==> config.mk <==
export PLATFORM = sky130hd
export DESIGN_NAME = quote_aware_substring_find_top_flat
export DESIGN_NICKNAME = d
export VERILOG_FILES = /design/src/rtl/core/qasf_pkg.sv /design/src/rtl/core/qasf_if.sv /design/src/rtl/core/qasf_cfg_regs.sv /design/src/rtl/core/qasf_scan.sv /design/src/rtl/core/quote_aware_substring_find_top.sv /design/src/flat_wrapper.sv
export SDC_FILE = /design/constraint.sdc
export NUM_CORES = 1
export LEC_CHECK = 0
export BUFFER_PORTS_ARGS = -buffer_cell sky130_fd_sc_hd__clkbuf_2
export CAP_MARGIN = 20
export CORE_ASPECT_RATIO = 0.9
export CORE_MARGIN = 1
export CORE_UTILIZATION = 40
export CTS_CLUSTER_SIZE = 28
export DETAILED_ROUTE_END_ITERATION = 10
export PLACE_DENSITY_LB_ADDON = 0.25
export SETUP_SLACK_MARGIN = 0.1
export SLEW_MARGIN = 30
export SYNTH_ARGS = -nofsm -noshare
export SYNTH_HDL_FRONTEND = slang
export SYNTH_HIERARCHICAL = 1
export SYNTH_SLANG_ARGS = --single-unit
==> constraint.sdc <==
create_clock -name clk -period 9.1 [get_ports clk]
set_clock_uncertainty 0.15 [all_clocks]
set_input_delay 1.82 -clock clk [delete_from_list [all_inputs] [get_ports clk]]
set_output_delay 1.82 -clock clk [all_outputs]
set_load 0.01 [all_outputs]
==> src/rtl/core/qasf_pkg.sv <==
`timescale 1ns / 1ps
// ----------------------------------------------------------------------------
// qasf_pkg
// Shared constants and types for the quote-aware substring finder.
// ----------------------------------------------------------------------------
package qasf_pkg;

    localparam int MAX_PATTERN_DEF   = 8;
    localparam int POSITION_BITS_DEF = 16;

    localparam int CHAR_W        = 8;
    localparam int PATTERN_BYTES = 8;
    localparam int PATTERN_W     = CHAR_W * PATTERN_BYTES;
    localparam int LEN_W         = 4;
    localparam int OFFSET_W      = 16;
    localparam int CFG_INDEX_W   = 2;
    localparam int CFG_DATA_W    = 64;

    localparam logic [CHAR_W-1:0] CH_QUOTE  = 8'h22;
    localparam logic [CHAR_W-1:0] CH_BSLASH = 8'h5C;

    typedef enum logic [CFG_INDEX_W-1:0] {
        REG_PATTERN        = 2'd0,
        REG_PATTERN_LENGTH = 2'd1,
        REG_START_OFFSET   = 2'd2
    } cfg_reg_t;

    typedef struct packed {
        logic [PATTERN_W-1:0] pattern;
        logic [LEN_W-1:0]     eff_len;
        logic [OFFSET_W-1:0]  start_offset;
    } cfg_t;

endpackage

==> src/rtl/core/qasf_if.sv <==
`timescale 1ns / 1ps
// ----------------------------------------------------------------------------
// qasf_if
// Valid/ready channels: character input, search result output, config write.
// ----------------------------------------------------------------------------
interface qasf_in_if;
    logic                        valid;
    logic                        ready;
    logic [qasf_pkg::CHAR_W-1:0] data_char;
    logic                        last_char;

    modport source (output valid, output data_char, output last_char, input ready);
    modport sink   (input valid, input data_char, input last_char, output ready);
endinterface

interface qasf_out_if #(
    parameter int POSITION_BITS = qasf_pkg::POSITION_BITS_DEF
);
    logic                     valid;
    logic                     ready;
    logic                     found;
    logic [POSITION_BITS-1:0] match_position;

    modport source (output valid, output found, output match_position, input ready);
    modport sink   (input valid, input found, input match_position, output ready);
endinterface

interface qasf_cfg_if;
    logic                             valid;
    logic                             ready;
    logic [qasf_pkg::CFG_INDEX_W-1:0] index;
    logic [qasf_pkg::CFG_DATA_W-1:0]  data;

    modport source (output valid, output index, output data, input ready);
    modport sink   (input valid, input index, input data, output ready);
endinterface

==> src/rtl/core/qasf_cfg_regs.sv <==
`timescale 1ns / 1ps
// ----------------------------------------------------------------------------
// qasf_cfg_regs
// Configuration register file with pattern length clamping.
// ----------------------------------------------------------------------------
module qasf_cfg_regs #(
    parameter int MAX_PATTERN = qasf_pkg::MAX_PATTERN_DEF
) (
    input  logic          clk,
    input  logic          rst_n,
    qasf_cfg_if.sink      cfg,
    output qasf_pkg::cfg_t cfg_out
);
    import qasf_pkg::*;

    logic [PATTERN_W-1:0] pattern_reg;
    logic [LEN_W-1:0]     length_reg;
    logic [OFFSET_W-1:0]  offset_reg;
    logic                 wr_en;

    assign cfg.ready = 1'b1;
    assign wr_en     = cfg.valid;

    always_ff @(posedge clk or negedge rst_n)
    begin
        if (!rst_n)
        begin
            pattern_reg <= '0;
            length_reg  <= LEN_W'(1);
            offset_reg  <= '0;
        end
        else if (wr_en)
        begin
            unique case (cfg.index)
                REG_PATTERN:        pattern_reg <= cfg.data[PATTERN_W-1:0];
                REG_PATTERN_LENGTH: length_reg  <= cfg.data[LEN_W-1:0];
                REG_START_OFFSET:   offset_reg  <= cfg.data[OFFSET_W-1:0];
                default:            ;
            endcase
        end
    end

    always_comb
    begin
        cfg_out.pattern      = pattern_reg;
        cfg_out.start_offset = offset_reg;
        if (length_reg == '0)
            cfg_out.eff_len = LEN_W'(1);
        else if (length_reg > LEN_W'(MAX_PATTERN))
            cfg_out.eff_len = LEN_W'(MAX_PATTERN);
        else
            cfg_out.eff_len = length_reg;
    end

endmodule

==> src/rtl/core/qasf_scan.sv <==
`timescale 1ns / 1ps
// ----------------------------------------------------------------------------
// qasf_scan
// Per-string scan state (quotes, escape, window) and combinational match check.
// ----------------------------------------------------------------------------
module qasf_scan #(
    parameter int MAX_PATTERN   = qasf_pkg::MAX_PATTERN_DEF,
    parameter int POSITION_BITS = qasf_pkg::POSITION_BITS_DEF
) (
    input  logic                          clk,
    input  logic                          rst_n,
    input  logic                          step,
    input  logic [qasf_pkg::CHAR_W-1:0]   data_char,
    input  logic                          last_char,
    input  qasf_pkg::cfg_t                cfg_in,
    output logic                          produce,
    output logic                          found,
    output logic [POSITION_BITS-1:0]      match_position
);
    import qasf_pkg::*;

    localparam int SLOT_W = (MAX_PATTERN > 1) ? $clog2(MAX_PATTERN) : 1;
    localparam int CMP_W  = (POSITION_BITS > OFFSET_W) ? POSITION_BITS : OFFSET_W;
    localparam logic [POSITION_BITS-1:0] POS_SAT = '1;

    logic [POSITION_BITS-1:0] idx_reg, idx_next;
    logic                     quote_reg, quote_next;
    logic                     skip_reg, skip_next;
    logic [CHAR_W-1:0]        window_reg [MAX_PATTERN];
    logic [CHAR_W-1:0]        window_next [MAX_PATTERN];
    logic [MAX_PATTERN-1:0]   elig_reg, elig_next;
    logic                     reported_reg, reported_next;

    logic                     active;
    logic                     in_range;
    logic                     elig;
    logic                     chars_ok;
    logic                     hit;
    logic [LEN_W-1:0]         lenm1;
    logic [LEN_W-1:0]         sel;

    assign active   = !reported_reg && (idx_reg != POS_SAT);
    assign in_range = CMP_W'(idx_reg) >= CMP_W'(cfg_in.start_offset);
    assign lenm1    = cfg_in.eff_len - LEN_W'(1);

    always_comb
    begin
        quote_next = quote_reg;
        skip_next  = skip_reg;
        elig       = 1'b0;
        if (in_range)
        begin
            if (skip_reg)
                skip_next = 1'b0;
            else if (data_char == CH_QUOTE)
                quote_next = !quote_reg;
            else if (data_char == CH_BSLASH)
                skip_next = 1'b1;
            else if (!quote_reg)
                elig = 1'b1;
        end
    end

    always_comb
    begin
        window_next[0] = data_char;
        elig_next[0]   = elig;
        for (int k = 1; k < MAX_PATTERN; k++)
        begin
            window_next[k] = window_reg[k-1];
            elig_next[k]   = elig_reg[k-1];
        end
    end

    always_comb
    begin
        chars_ok = 1'b1;
        sel      = '0;
        for (int k = 0; k < MAX_PATTERN; k++)
        begin
            sel = lenm1 - LEN_W'(k);
            if ((LEN_W'(k) <= lenm1)
                && (window_next[k] != cfg_in.pattern[{sel[2:0], 3'b000} +: CHAR_W]))
                chars_ok = 1'b0;
        end
    end

    assign hit = active && elig_next[lenm1[SLOT_W-1:0]] && chars_ok;

    assign produce        = hit || (last_char && !reported_reg);
    assign found          = hit;
    assign match_position = hit ? (idx_reg - POSITION_BITS'(lenm1)) : '0;

    assign reported_next  = reported_reg || hit;
    assign idx_next       = idx_reg + POSITION_BITS'(1);

    always_ff @(posedge clk or negedge rst_n)
    begin
        if (!rst_n)
        begin
            idx_reg      <= '0;
            quote_reg    <= 1'b0;
            skip_reg     <= 1'b0;
            elig_reg     <= '0;
            reported_reg <= 1'b0;
            for (int k = 0; k < MAX_PATTERN; k++)
                window_reg[k] <= '0;
        end
        else if (step)
        begin
            if (last_char)
            begin
                idx_reg      <= '0;
                quote_reg    <= 1'b0;
                skip_reg     <= 1'b0;
                elig_reg     <= '0;
                reported_reg <= 1'b0;
                for (int k = 0; k < MAX_PATTERN; k++)
                    window_reg[k] <= '0;
            end
            else if (active)
            begin
                idx_reg      <= idx_next;
                quote_reg    <= quote_next;
                skip_reg     <= skip_next;
                elig_reg     <= elig_next;
                reported_reg <= reported_next;
                for (int k = 0; k < MAX_PATTERN; k++)
                    window_reg[k] <= window_next[k];
            end
        end
    end

endmodule

==> src/rtl/core/quote_aware_substring_find_top.sv <==
`timescale 1ns / 1ps
// ----------------------------------------------------------------------------
// quote_aware_substring_find_top
// Streams a string one character per transaction and reports the first
// occurrence of the pattern that starts outside double quotes.
// ----------------------------------------------------------------------------
// Usage:
//   cfg      : register writes (pattern, pattern_length, start_offset); always
//              ready; write only while no string is in flight.
//   data_in  : one character per transaction, last_char on the final one.
//   data_out : at most one transaction per string: found = 1 with the index
//              of the first match, or found = 0 at the end of the string.
// Pipeline: input register, then scan/compare into the output register.
// Throughput: one character per cycle unless data_out stalls; the window
//   compare is one parallel check of all pattern slots in the scan stage.
// Stall: when data_out is held off, the output register keeps its result and
//   the input register fills; data_in.ready then drops until data_out moves.
// Reset: clears the pipeline, the scan state and the configuration
//   (pattern 0, pattern_length 1, start_offset 0).
// ----------------------------------------------------------------------------
module quote_aware_substring_find_top #(
    parameter int MAX_PATTERN   = qasf_pkg::MAX_PATTERN_DEF,
    parameter int POSITION_BITS = qasf_pkg::POSITION_BITS_DEF
) (
    input  logic          clk,
    input  logic          rst_n,
    qasf_cfg_if.sink      cfg,
    qasf_in_if.sink       data_in,
    qasf_out_if.source    data_out
);
    import qasf_pkg::*;

    cfg_t                     cfg_cur;

    logic                     in_valid_reg;
    logic [CHAR_W-1:0]        in_char_reg;
    logic                     in_last_reg;

    logic                     out_valid_reg, out_valid_next;
    logic                     out_found_reg;
    logic [POSITION_BITS-1:0] out_pos_reg;

    logic                     advance;
    logic                     fire;
    logic                     in_take;
    logic                     scan_produce;
    logic                     scan_found;
    logic [POSITION_BITS-1:0] scan_pos;

    qasf_cfg_regs #(
        .MAX_PATTERN (MAX_PATTERN)
    ) u_cfg (
        .clk     (clk),
        .rst_n   (rst_n),
        .cfg     (cfg),
        .cfg_out (cfg_cur)
    );

    qasf_scan #(
        .MAX_PATTERN   (MAX_PATTERN),
        .POSITION_BITS (POSITION_BITS)
    ) u_scan (
        .clk            (clk),
        .rst_n          (rst_n),
        .step           (fire),
        .data_char      (in_char_reg),
        .last_char      (in_last_reg),
        .cfg_in         (cfg_cur),
        .produce        (scan_produce),
        .found          (scan_found),
        .match_position (scan_pos)
    );

    assign advance       = !out_valid_reg || data_out.ready;
    assign fire          = in_valid_reg && advance;
    assign data_in.ready = !in_valid_reg || advance;
    assign in_take       = data_in.valid && data_in.ready;

    always_ff @(posedge clk or negedge rst_n)
    begin
        if (!rst_n)
            in_valid_reg <= 1'b0;
        else if (in_take)
            in_valid_reg <= 1'b1;
        else if (fire)
            in_valid_reg <= 1'b0;
    end

    always_ff @(posedge clk)
    begin
        if (in_take)
        begin
            in_char_reg <= data_in.data_char;
            in_last_reg <= data_in.last_char;
        end
    end

    assign out_valid_next = advance ? (fire && scan_produce) : out_valid_reg;

    always_ff @(posedge clk or negedge rst_n)
    begin
        if (!rst_n)
            out_valid_reg <= 1'b0;
        else
            out_valid_reg <= out_valid_next;
    end

    always_ff @(posedge clk)
    begin
        if (fire && scan_produce)
        begin
            out_found_reg <= scan_found;
            out_pos_reg   <= scan_pos;
        end
    end

    assign data_out.valid          = out_valid_reg;
    assign data_out.found          = out_found_reg;
    assign data_out.match_position = out_pos_reg;

`ifndef SYNTHESIS
    a_notfound_pos_zero : assert property (@(posedge clk) disable iff (!rst_n)
        (data_out.valid && !data_out.found) |-> (data_out.match_position == '0))
        else $error("not-found result carries a nonzero position");

    a_stall_holds_input : assert property (@(posedge clk) disable iff (!rst_n)
        (in_valid_reg && data_out.valid && !data_out.ready) |=> in_valid_reg)
        else $error("input item dropped while output stalled");

    a_no_take_when_full : assert property (@(posedge clk) disable iff (!rst_n)
        (in_valid_reg && data_out.valid && !data_out.ready) |-> !data_in.ready)
        else $error("input accepted with both stages full");
`endif

endmodule

==> src/flat_wrapper.sv <==
// flat-port wrapper written by rule: the top's interface ports become plain ports
module quote_aware_substring_find_top_flat import qasf_pkg::*;
#(
    parameter int MAX_PATTERN   = qasf_pkg::MAX_PATTERN_DEF,
    parameter int POSITION_BITS = qasf_pkg::POSITION_BITS_DEF
)
  (clk, rst_n, cfg_valid, cfg_index, cfg_data, cfg_ready, data_in_valid, data_in_data_char, data_in_last_char, data_in_ready, data_out_valid, data_out_found, data_out_match_position, data_out_ready);
  qasf_cfg_if cfg_i ();
  qasf_in_if data_in_i ();
  qasf_out_if #(.POSITION_BITS(POSITION_BITS)) data_out_i ();
  input  logic clk;
  input  logic rst_n;
  input wire logic [$bits(cfg_i.valid)-1:0] cfg_valid;
  input wire logic [$bits(cfg_i.index)-1:0] cfg_index;
  input wire logic [$bits(cfg_i.data)-1:0] cfg_data;
  output wire logic [$bits(cfg_i.ready)-1:0] cfg_ready;
  input wire logic [$bits(data_in_i.valid)-1:0] data_in_valid;
  input wire logic [$bits(data_in_i.data_char)-1:0] data_in_data_char;
  input wire logic [$bits(data_in_i.last_char)-1:0] data_in_last_char;
  output wire logic [$bits(data_in_i.ready)-1:0] data_in_ready;
  output wire logic [$bits(data_out_i.valid)-1:0] data_out_valid;
  output wire logic [$bits(data_out_i.found)-1:0] data_out_found;
  output wire logic [$bits(data_out_i.match_position)-1:0] data_out_match_position;
  input wire logic [$bits(data_out_i.ready)-1:0] data_out_ready;
  assign cfg_i.valid = cfg_valid;
  assign cfg_i.index = cfg_index;
  assign cfg_i.data = cfg_data;
  assign cfg_ready = cfg_i.ready;
  assign data_in_i.valid = data_in_valid;
  assign data_in_i.data_char = data_in_data_char;
  assign data_in_i.last_char = data_in_last_char;
  assign data_in_ready = data_in_i.ready;
  assign data_out_valid = data_out_i.valid;
  assign data_out_found = data_out_i.found;
  assign data_out_match_position = data_out_i.match_position;
  assign data_out_i.ready = data_out_ready;
  quote_aware_substring_find_top #(.MAX_PATTERN(MAX_PATTERN), .POSITION_BITS(POSITION_BITS)) u_core (.clk(clk), .rst_n(rst_n), .cfg(cfg_i), .data_in(data_in_i), .data_out(data_out_i));
endmodule
; ---- After elaboration in Yosys (flattened, before gate mapping)
; Cells that the tools add are included.
; Widths: inputs -> output; s select.
[op_classes]
n_addsub = 10
magnitude_cmp = 11
n_eq_ne = 14
shift = 8
mux = 38
n_reduce_logical = 35
[op_table]
columns = operator, n
row1 = $shiftx 64x7->8, 8
row2 = $mux 64, 2
row3 = $ne 8x8->1, 8
row4 = $mux 16, 2
row5 = $mux 1, 29
row6 = $add 16x1->16 const B, 1
row7 = $ge 16x16->1, 1
row8 = $le 3x4->1 const A, 4
row9 = $ne 16x16->1 const B, 1
row10 = $sub 16x4->16, 1
row11 = $logic_and 1x1->1, 15
row12 = $mux 7, 2
row13 = $sub 3x3->3 const B, 4
row14 = $eq 8x6->1 const B, 1
row15 = $eq 8x7->1 const B, 1
row16 = $le 1x4->1 const A, 2
row17 = $le 2x4->1 const A, 2
row18 = $mux 4, 2
row19 = $reduce_and 2->1, 4
row20 = $reduce_bool 2->1, 4
row21 = $sub 3x2->3 const B, 2
row22 = $reduce_and 5->1, 1
row23 = $gt 4x4->1 const B, 1
row24 = $logic_not 1->1, 4
row25 = other kinds (11), 14
[totals]
register_bits = 194
inputBits = 80
output_inout_bits = 20
wordCells = 137

; ---- Logic depth before layout (Yosys ltp)
; Gate-level depths: netlist of run 1.
[depth]
word_depth = 19
ltp_mapped = 26
ltp_nobuf = 18

; ---- Modules after synthesis
; The synthesis of run 1 kept the hierarchy.
[by_module_without_submodules]
columns = mod, n_inst, cells_each, area_per_inst_um2, seq_area_each_um2
row1 = qasf_scan, 1, 923, 8385.5, 2052.0
row2 = qasf_cfg_regs, 1, 186, 3210.6, 2103.3
row3 = quote_aware_substring_find_top, 1, 36, 892.1, 830.8

; ---- Worst setup path after synthesis of run 1
; OpenSTA, ideal clock, no wires.
[synth_path]
path_kind = flip-flop to flip-flop
start = reg u_core.u_cfg.length_reg[0]
end = reg u_core.out_found_reg (netlist: u_core/data_out.found) (enable)
setup_time_ps = 393
t_arrival_ps = 6204
required_time_ps = 8557
path_slack_ps = 2353
path_stages_with_launch = 26
n_path_buf = 7
synth_period_minus_slack_ps = 6747
cell_sequence = dfstp_2 o21ba_2 nor2_1 buf_2 inv_2 buf_2 clkbuf_1 ha_1 xnor2_4 inv_2 buf_6 buf_4 buf_2 ha_1 buf_1 inv_1 o21ai_4 mux4_2 xnor2_1 a2111oi_4 nand3_1 o32ai_2 nand4_2 o21ai_0 nand2_1 nor2b_1
[synth_rtl]
columns = element, line_no
row1 = "start, declared", qasf_cfg_regs.sv:17  ; logic [LEN_W-1:0] length_reg;
row2 = "start signal, assigned", qasf_cfg_regs.sv:36  ; REG_PATTERN_LENGTH: length_reg <= cfg.data[LEN_W-1:0];
row3 = "end signal, assigned", quote_aware_substring_find_top.sv:112  ; out_found_reg <= scan_found;
row4 = "end, declared", quote_aware_substring_find_top.sv:40  ; logic out_found_reg;

==> key figures, run 1 <==
Floorplan
  – Die boundary width: 188.3 um
  – Starting utilization of the core area: 41.18%
  – Overall die height: 169.6 um
  – Core region area: 30330 um2
  – Die area: 31930 um2
  – Placement Rows: 60
  – Top-level I/O count: 100

Clock tree
  – Clock buffer count from CTS: 17
  – Clock-pin slew reported for the worst setup and hold paths after clock tree synthesis: 0.08 ns
  – Post-CTS Hold Fix Bufs: 0
  – Post-CTS setup buffer count: 0
  – Longest Clk Path Bufs: 2
  – Clock Latency Late Sink: 0.46 ns
  – Post-CTS Resized: 0
  – H-tree lvl count: 4
  – Count of clock tree sinks: 194
  – TritonCTS clock tree: yes
  – Cell at the root of the clock tree: sky130_fd_sc_hd__clkbuf_16

Yosys
  – Number of instances in the synthesized netlist: 1145
  – Flop and latch count out of synthesis: 194
  – Mux contribution to synthesized area: 25.20%
  – Number of enable flip-flop cells after synthesis: 26
  – Combinational family with the most area after synthesis: multiplexers
  – Warnings from Yosys: 6
  – Seq/Total Area, Yosys: 39.93%
  – Most used flip-flop cell after synthesis: sky130_fd_sc_hd__dfrtp_1
  – Synth unique cells: 73
  – Cell Area, Synth: 12490 um2
  – Post-synthesis net count: 1251
  – Async set-or-reset flop fraction in the synthesized netlist: 86.60%
  – Simple-gate portion of the synthesized area: 14.37%
  – Post-synthesis share of cell area spent on full adders, half adders and majority gates: 2.665%
  – Compound-gate portion of the synthesized area: 6.292%
  – Synth Area in XOR/XNOR: 7.234%
  – Post-synthesis area per instance: 10.91 um2

Placement
  – Gp weighted congestion: 0.9526
  – Number of input and output port buffers inserted: 98
  – Setup slack after placement: 2.817 ns
  – Final HPWL from detailed placement: 26.66 mm

Timing
  – Rel. slew slack: 32.53%
  – Setup total negative slack: 0 ns
  – Worst hold slack after final layout: 0.3415 ns
  – Maximum operating frequency: 156.7 MHz
  – Final setup violation count: 0
  – Share of the cycle needed by the critical path after routing: 70.11%
  – Worst setup slack after layout: 2.720 ns
  – Number of hold violations in the final report: 0
  – Slew of the pin with the lowest slew margin: 1.012 ns
  – Unrepaired setup endpoints after global routing: false
  – Crit path time final: 6.380 ns
  – Final Max Tran Viols: 0

Final layout
  – Area overhead of the layout relative to synthesis: 10.79%
  – Top library cells by usage in the layout, fill and taps aside: sky130_fd_sc_hd__dfrtp_1 (167), sky130_fd_sc_hd__nand2_1 (160), sky130_fd_sc_hd__clkbuf_2 (97)
  – Layout cells sized above 1: 26.00%
  – Number of flip-flops under the largest register name: 64
  – Most common library cell in the layout ignoring fill and taps: sky130_fd_sc_hd__dfrtp_1
  – Count of fill cells added during filler insertion: 2856
  – Final Net Count: 1293
  – N_diodes: 0

Routing
  – Post-route antenna net violation count: 0
  – Detailed-route wire length per cell: 22.75 um
  – DR iter-0 viols: 984
  – Number of vias per cell: 5.863
  – Vias post-DR: 9399
  – Aggregate routed wire length: 36.46 mm
  – Post-route DRC violation count: 0
  – TritonRoute pass-1 iters: 5

Power and ir drop
  – Share of total power in combinational logic: 47.1%
  – Worst vdd ir: 0.1432 mV
  – Tot Pwr: 3.617 mW
  – Switching fraction of total power: 40.27%
  – Clock network fraction of total power: 21.4%
  – Leakage power figure: 6.118 nW
  – Seq pwr share: 31.5%
  – Net Sw Power: 1.457 mW
  – Internal Pwr Total: 2.161 mW
  – Total power divided by cell area: 261.5 nW/um2

GRT
  – Global-route wire length before repair: 56.51 mm
  – GRT Total Usage: 23.63%
  – Initial antenna violation count: 0
  – Residual overflow from global routing: 0
  – Pin count of the biggest net entering global routing: 100
  – Vias in the first global route: 9026

Run status
  – Result of the run: complete, no violations

Worst setup path
  – Crit path required time: 9.09 ns
  – Cell type group with the largest total delay on the critical path: simple AND/OR/NAND/NOR gates
  – Ordered list of cells on the worst path: o21ba_2, nor2_4, inv_2, ha_4, xnor2_4, inv_2, ha_1, nand2_1, o22ai_1, a21oi_1, xnor2_1, nor4_1, a22oi_1, nor2b_1, nand4_2, o21ai_0, nand2_1, nor2b_1, buf_4
  – Critical path's slowest cell: sky130_fd_sc_hd__ha_1
  – CP Class: reg -> reg
  – Critical Path Start Type: register
  – Peak per-stage delay on the critical path: 0.70 ns
  – Endpoint class of the critical path: register
  – Worst-path fanout max: 30
  – Combined buffer and inverter count along the critical path: 3
  – Critical path arrival: 6.37 ns

Worst hold path
  – Min-Delay Path Class: reg -> reg

Job
  – Max_cap viols: 0
[final timing paths]
path                            slack [ns]                                           to                              startpoint  cells past startpoint
worst max-delay path                  2.72  u_core/data_out.match_position[5]$_DFFE_PP_  u_core/u_cfg/length_reg[0]$_DFFE_PN1P_                     19
worst min-delay path                  0.34        u_core/u_scan/elig_reg[6]$_DFFE_PN0P_   u_core/u_scan/elig_reg[6]$_DFFE_PN0P_                      2
worst max register to register        2.72  u_core/data_out.match_position[5]$_DFFE_PP_  u_core/u_cfg/length_reg[0]$_DFFE_PN1P_                     19
worst min register to register        0.34        u_core/u_scan/elig_reg[6]$_DFFE_PN0P_   u_core/u_scan/elig_reg[6]$_DFFE_PN0P_                      2
max in group asynchronous             6.41    u_core/u_scan/window_next[31]$_DFFE_PN0P_                                   rst_n                      2
min in group asynchronous             1.27     u_core/u_cfg/pattern_reg[49]$_DFFE_PN0P_                                   rst_n                      1
[worst min-delay path: cells and delay by family, from the launching register on]
family | cells | cell delay (ns)
flip-flops | 1 | 0.36
AND/OR/NAND/NOR | 2 | 0.10
[cell families (layout without fill, tap and decap cells)]
kind of cell             count (synthesis)  count (layout)
AND/OR/NAND/NOR                        371             371
multiplexers                           229             229
flip-flops                             194             194
buffers and inverters                  115             170
AO/OA/AOI/OAI                          111             111
XOR/XNOR                                98              98
adder cells (fa/ha/maj)                 26              26
other                                    1               1
[layer usage]
metal / share of wire (%) / GRT usage [%] / up-vias
li1: - / - / 4263
met1: 49 / 36.70 / 4755
met2: 40 / 31.43 / 346
met3: 8.7 / 6.638 / 35
met4: 1.9 / 6.363 / 0
met5: 0 / 0 / -
[power by group through the flow]
stage               Clock [mW]  Combinational (mW)  Sequential (mW)
floorplan                    0                1.29             1.07
global placement             0                1.66             1.15
detailed placement           0                1.67             1.15
CTS                      0.790                1.68             1.13
global route             0.821                1.82             1.15
finish                   0.774                1.70             1.14
[layout make-up]
type                    instances  area (um2)  area share, %
inverters                      29       108.9         0.7868
multi-input cells             836        7027          50.79
clock inverters                13       136.4         0.9857
clock buffers                  19       464.2          3.355
flip-flops and latches        194        4986          36.04
repair buffers                109       609.3          4.404
well taps                     403       504.2          3.644
[synth_stat cells, drive strengths merged (5+ instances only)]
library cell / n / area [um2]
nand2b: 11 / 68.82
xor2: 34 / 297.8
nor3: 9 / 45.04
inv: 29 / 108.9
nor2b: 8 / 50.05
o22ai: 17 / 106.4
nor4: 11 / 68.82
xnor2: 64 / 605.6
mux2i: 77 / 770.7
nand2: 160 / 600.6
a22oi: 5 / 37.54
edfxtp: 26 / 780.8
mux4: 59 / 1329
buf: 31 / 210.2
a31oi: 5 / 31.28
mux2: 93 / 1047
o21ai: 19 / 106.4
a21o: 5 / 37.54
nand4: 74 / 469.2
and2: 6 / 40.04
dfrtp: 167 / 4179
a21oi: 24 / 120.1
o41ai: 5 / 43.79
nor2: 60 / 225.2
clkbuf: 55 / 216.5
nand3: 16 / 80.08
ha: 25 / 312.8
[through the flow]
stage,area [um2],utilization (%),std cells
global route,13840,45.62,1603
floorplan,12490,-,1145
finish,13840,45.62,1603
global placement,13200,43.51,1570
detailed placement,13230,43.61,1571
CTS,13830,45.59,1603
No activity file was read; power rests on OpenSTA's default activity.
==> run 2: changes to the inputs <==
--- a/config.mk
+++ b/config.mk
@@ -5,6 +5,7 @@
 export SDC_FILE = /design/constraint.sdc
 export NUM_CORES = 1
 export LEC_CHECK = 0
+export ABC_AREA = 1
 export BUFFER_PORTS_ARGS = -buffer_cell sky130_fd_sc_hd__clkbuf_2
 export CAP_MARGIN = 20
 export CORE_ASPECT_RATIO = 0.9
==> constraint.sdc (replaced) <==
create_clock -name clk -period 5.1 [get_ports clk]
set_clock_uncertainty 0.15 [all_clocks]
set_input_delay 1.02 -clock clk [delete_from_list [all_inputs] [get_ports clk]]
set_output_delay 1.02 -clock clk [all_outputs]
set_load 0.01 [all_outputs]
==> run 2 against run 1 <==
- non-clock buffer count up 8
- synthesized cell count increased by 55%
- clock power increased by 85%
- register-to-register slack lost 2.2 ns
- worst hold slack worse by 0.010 ns
- total power is 81% higher
==> key figures, run 2 <==
GRT
  – Pin count of the biggest net entering global routing: 96 (was 100)
  – Residual overflow from global routing: 0 (unchanged)
  – Initial antenna violation count: 0 (unchanged)
  – Vias in the first global route: 11170 (was 9026)
  – Global-route wire length before repair: 65.28 mm (was 56.51 mm)
  – GRT Total Usage: 26.97% (was 23.63%)

Power and ir drop
  – Worst vdd ir: 0.2963 mV (was 0.1432 mV)
  – Leakage power figure: 7.147 nW (was 6.118 nW)
  – Tot Pwr: 6.547 mW (was 3.617 mW)
  – Total power divided by cell area: 477.9 nW/um2 (was 261.5 nW/um2)

Floorplan
  – Die boundary width: 188.2 um (was 188.3 um)
  – Overall die height: 169.6 um (about the same)
  – Die area: 31910 um2 (was 31930 um2)
  – Starting utilization of the core area: 41.24% (was 41.18%)
  – Top-level I/O count: 100 (unchanged)
  – Placement Rows: 60 (unchanged)
  – Core region area: 30250 um2 (was 30330 um2)

Worst hold path
  – Number of stages on the worst hold path: 2 (unchanged)
  – Min-Delay Path Class: reg -> reg (unchanged)

Clock tree
  – Post-CTS setup buffer count: 0 (unchanged)
  – Post-CTS Resized: 0 (unchanged)
  – Count of clock tree sinks: 194 (unchanged)
  – Clock buffer count from CTS: 17 (unchanged)
  – Clock Latency Late Sink: 0.46 ns (about the same)
  – H-tree lvl count: 4 (unchanged)
  – Cell at the root of the clock tree: sky130_fd_sc_hd__clkbuf_16 (unchanged)
  – Post-CTS Hold Fix Bufs: 0 (unchanged)
  – Longest Clk Path Bufs: 2 (unchanged)
  – TritonCTS clock tree: yes (unchanged)
  – Clock-pin slew reported for the worst setup and hold paths after clock tree synthesis: 0.08 ns (about the same)

Timing
  – Slew of the pin with the lowest slew margin: 0.9053 ns (was 1.012 ns)
  – Unrepaired setup endpoints after global routing: false (unchanged)
  – Share of the cycle needed by the critical path after routing: 90.47% (was 70.11%)
  – Worst setup slack after layout: 0.4860 ns (was 2.720 ns)
  – Worst hold slack after final layout: 0.3312 ns (was 0.3415 ns)
  – Rel. slew slack: 39.65% (was 32.53%)
  – Crit path time final: 4.614 ns (was 6.380 ns)
  – Final Max Tran Viols: 0 (unchanged)
  – Final setup violation count: 0 (unchanged)
  – Setup total negative slack: 0 ns (unchanged)
  – Maximum operating frequency: 216.7 MHz (was 156.7 MHz)
  – Number of hold violations in the final report: 0 (unchanged)

Final layout
  – Final Net Count: 1934 (was 1293)
  – Filler-free cell count of the finished design: 2244 (was 1603)
  – Top library cells by usage in the layout, fill and taps aside: sky130_fd_sc_hd__nand2_1 (708), sky130_fd_sc_hd__nand3_1 (295), sky130_fd_sc_hd__dfrtp_1 (167) (was sky130_fd_sc_hd__dfrtp_1 (167), sky130_fd_sc_hd__nand2_1 (160), sky130_fd_sc_hd__clkbuf_2 (97))
  – Final std cell area, no fill: 13700 um2 (was 13840 um2)
  – End-of-flow core utilization: 45.28% (was 45.62%)
  – Most common library cell in the layout ignoring fill and taps: sky130_fd_sc_hd__nand2_1 (was sky130_fd_sc_hd__dfrtp_1)
  – Number of flip-flops under the largest register name: 64 (unchanged)
  – Layout cells sized above 1: 10.59% (was 26.00%)
  – Area overhead of the layout relative to synthesis: 9.787% (was 10.79%)
  – N_diodes: 0 (unchanged)

Routing
  – Post-route antenna net violation count: 0 (unchanged)
  – Post-route DRC violation count: 0 (unchanged)
  – Number of vias per cell: 5.389 (was 5.863)
  – Aggregate routed wire length: 41.92 mm (was 36.46 mm)
  – DR iter-0 viols: 1367 (was 984)
  – Detailed-route wire length per cell: 18.68 um (was 22.75 um)
  – Highest routing layer actually used: met4 (unchanged)
  – Total routed wire length on the met1 layer: 20.44 mm (was 17.85 mm)
  – Met2 wirelength from detailed routing: 17.22 mm (was 14.73 mm)
  – TritonRoute pass-1 iters: 6 (was 5)
  – Routed wl met3: 3.344 mm (was 3.182 mm)
  – Vias post-DR: 12090 (was 9399)

Yosys
  – Cell type with the largest total area after synthesis: sky130_fd_sc_hd__dfrtp_1 (unchanged)
  – Async set-or-reset flop fraction in the synthesized netlist: 86.60% (unchanged)
  – Number of enable flip-flop cells after synthesis: 26 (unchanged)
  – Leading post-synthesis cells by instance count: sky130_fd_sc_hd__nand2_1 (709), sky130_fd_sc_hd__nand3_1 (295), sky130_fd_sc_hd__dfrtp_1 (167) (was sky130_fd_sc_hd__dfrtp_1 (167), sky130_fd_sc_hd__nand2_1 (160), sky130_fd_sc_hd__mux2_2 (88))
  – Synth unique cells: 48 (was 73)
  – Most used flip-flop cell after synthesis: sky130_fd_sc_hd__dfrtp_1 (unchanged)
  – Number of instances in the synthesized netlist: 1777 (was 1145)
  – Seq/Total Area, Yosys: 39.96% (was 39.93%)
  – Post-synthesis net count: 1883 (was 1251)
  – Cell Area, Synth: 12480 um2 (was 12490 um2)
  – Largest cells by area after synthesis: sky130_fd_sc_hd__dfrtp_1 (33%), sky130_fd_sc_hd__nand2_1 (21%), sky130_fd_sc_hd__nand3_1 (12%), sky130_fd_sc_hd__edfxtp_1 (6.3%), sky130_fd_sc_hd__inv_1 (4.8%) (was sky130_fd_sc_hd__dfrtp_1 (33%), sky130_fd_sc_hd__mux4_2 (11%), sky130_fd_sc_hd__mux2_2 (7.9%), sky130_fd_sc_hd__edfxtp_1 (6.3%), sky130_fd_sc_hd__mux2i_1 (6.2%))
  – Post-synthesis area per instance: 7.022 um2 (was 10.91 um2)
  – Flop and latch count out of synthesis: 194 (unchanged)
  – Most frequently used cell type in the post-synthesis netlist: sky130_fd_sc_hd__nand2_1 (was sky130_fd_sc_hd__dfrtp_1)
  – Warnings from Yosys: 6 (unchanged)
  – Fraction of synthesized cell area taken by the top area cell type: 33.49% (was 33.46%)

Run status
  – Result of the run: complete, no violations (unchanged)

Placement
  – Setup slack after placement: 0.5152 ns (was 2.817 ns)
  – Number of input and output port buffers inserted: 98 (unchanged)
  – Final HPWL from detailed placement: 32.31 mm (was 26.66 mm)
  – Placed Cells incl. Taps: 2212 (was 1571)
  – Placed inst area: 13070 um2 (was 13230 um2)
  – Gp weighted congestion: 1.076 (was 0.9526)

Worst setup path
  – Worst Reg2Reg Path Length in Cells: 19 (unchanged)
  – Critical Path Start Type: register (unchanged)
  – Critical path arrival: 4.61 ns (was 6.37 ns)
  – Endpoint class of the critical path: register (unchanged)
  – Crit path required time: 5.09 ns (was 9.09 ns)
  – CP Class: reg -> reg (unchanged)
  – Worst-path fanout max: 81 (was 30)

Job
  – Max_cap viols: 0 (unchanged)
[run 2: changes by cell type after synthesis, sizes merged, moves of 42 or more]
| cell | previous run | this run |
|---|---|---|
| nand2 | 160 | 714 |
| nand3 | 16 | 307 |
| inv | 29 | 166 |
| mux2 | 93 | 0 |
| mux2i | 77 | 0 |
| xnor2 | 64 | 1 |
| mux4 | 59 | 0 |
| o22ai | 17 | 63 |
| nand4 | 74 | 32 |
[run 2: final cells by class]
class                   instances  area [um2]
fillers                      3133       16550
multi-input cells            1332        6306
flip-flops and latches        194        4986
repair buffers                117       654.4
inverters                     166       625.6
well taps                     403       504.2
clock buffers                  18       439.2
clock inverters                14       183.9
[run 2: cell families (layout without fill, tap and decap cells)]
| family | Yosys count | after routing | synth area share (%) |
|---|---|---|---|
| simple gates | 1149 | 1149 | 39.89 |
| other cells | 1 | 1 | 0.03005 |
| fa+ha+maj | 26 | 26 | 2.667 |
| flops | 194 | 194 | 39.96 |
| xor+xnor | 23 | 23 | 1.614 |
| compound gates | 133 | 133 | 6.257 |
| buf+inv | 251 | 315 | 9.586 |
[run 2: critical path: stages (launching register included)]
cell and delay [ns]:
sky130_fd_sc_hd__dfstp_2 0.52, sky130_fd_sc_hd__o21bai_1 0.10, sky130_fd_sc_hd__nand2_1 0.07, sky130_fd_sc_hd__inv_2 0.06
sky130_fd_sc_hd__buf_4 0.65, sky130_fd_sc_hd__ha_1 0.34, sky130_fd_sc_hd__inv_1 0.10, sky130_fd_sc_hd__nand3_1 0.08
sky130_fd_sc_hd__nand2_1 0.46, sky130_fd_sc_hd__o21ai_1 0.42, sky130_fd_sc_hd__xor2_1 0.20, sky130_fd_sc_hd__nand3_1 0.10
sky130_fd_sc_hd__nor2_1 0.12, sky130_fd_sc_hd__nand2_1 0.09, sky130_fd_sc_hd__a21boi_2 0.18, sky130_fd_sc_hd__nand4_4 0.13
sky130_fd_sc_hd__o21ai_0 0.10, sky130_fd_sc_hd__inv_1 0.07, sky130_fd_sc_hd__nor2_1 0.10, sky130_fd_sc_hd__buf_4 0.25
[run 2: worst paths after layout]
path	start	to	slack [ns]
worst min-delay path	u_core/u_cfg/offset_reg[5]$_DFFE_PN0P_	u_core/u_cfg/offset_reg[5]$_DFFE_PN0P_	0.33
min in group asynchronous	rst_n	u_core/u_cfg/pattern_reg[44]$_DFFE_PN0P_	0.46
worst min register to register	u_core/u_cfg/offset_reg[5]$_DFFE_PN0P_	u_core/u_cfg/offset_reg[5]$_DFFE_PN0P_	0.33
max in group asynchronous	rst_n	u_core/u_scan/idx_reg[4]$_DFFE_PN0P_	3.48
worst max-delay path	u_core/u_cfg/length_reg[0]$_DFFE_PN1P_	u_core/data_out.match_position[12]$_DFFE_PP_	0.49
worst max register to register	u_core/u_cfg/length_reg[0]$_DFFE_PN1P_	u_core/data_out.match_position[12]$_DFFE_PP_	0.49
[run 2: where the power goes]
group / total (mW) / switching [mW] / internal (mW) / leakage [nW]
combinational: 3.21 / 2.29 / 0.925 / 4.39
sequential: 1.91 / 0.169 / 1.74 / 2.45
clock: 1.43 / 0.702 / 0.724 / 0.304
total: 6.55 / 3.16 / 3.39 / 7.15
[run 2: routing by layer]
| layer | vias up | GRT usage, % |
|---|---|---|
| met5 | - | 0 |
| met4 | 0 | 7.777 |
| met3 | 51 | 4.653 |
| met2 | 479 | 38.34 |
| met1 | 5676 | 41.28 |
| li1 | 5886 | - |
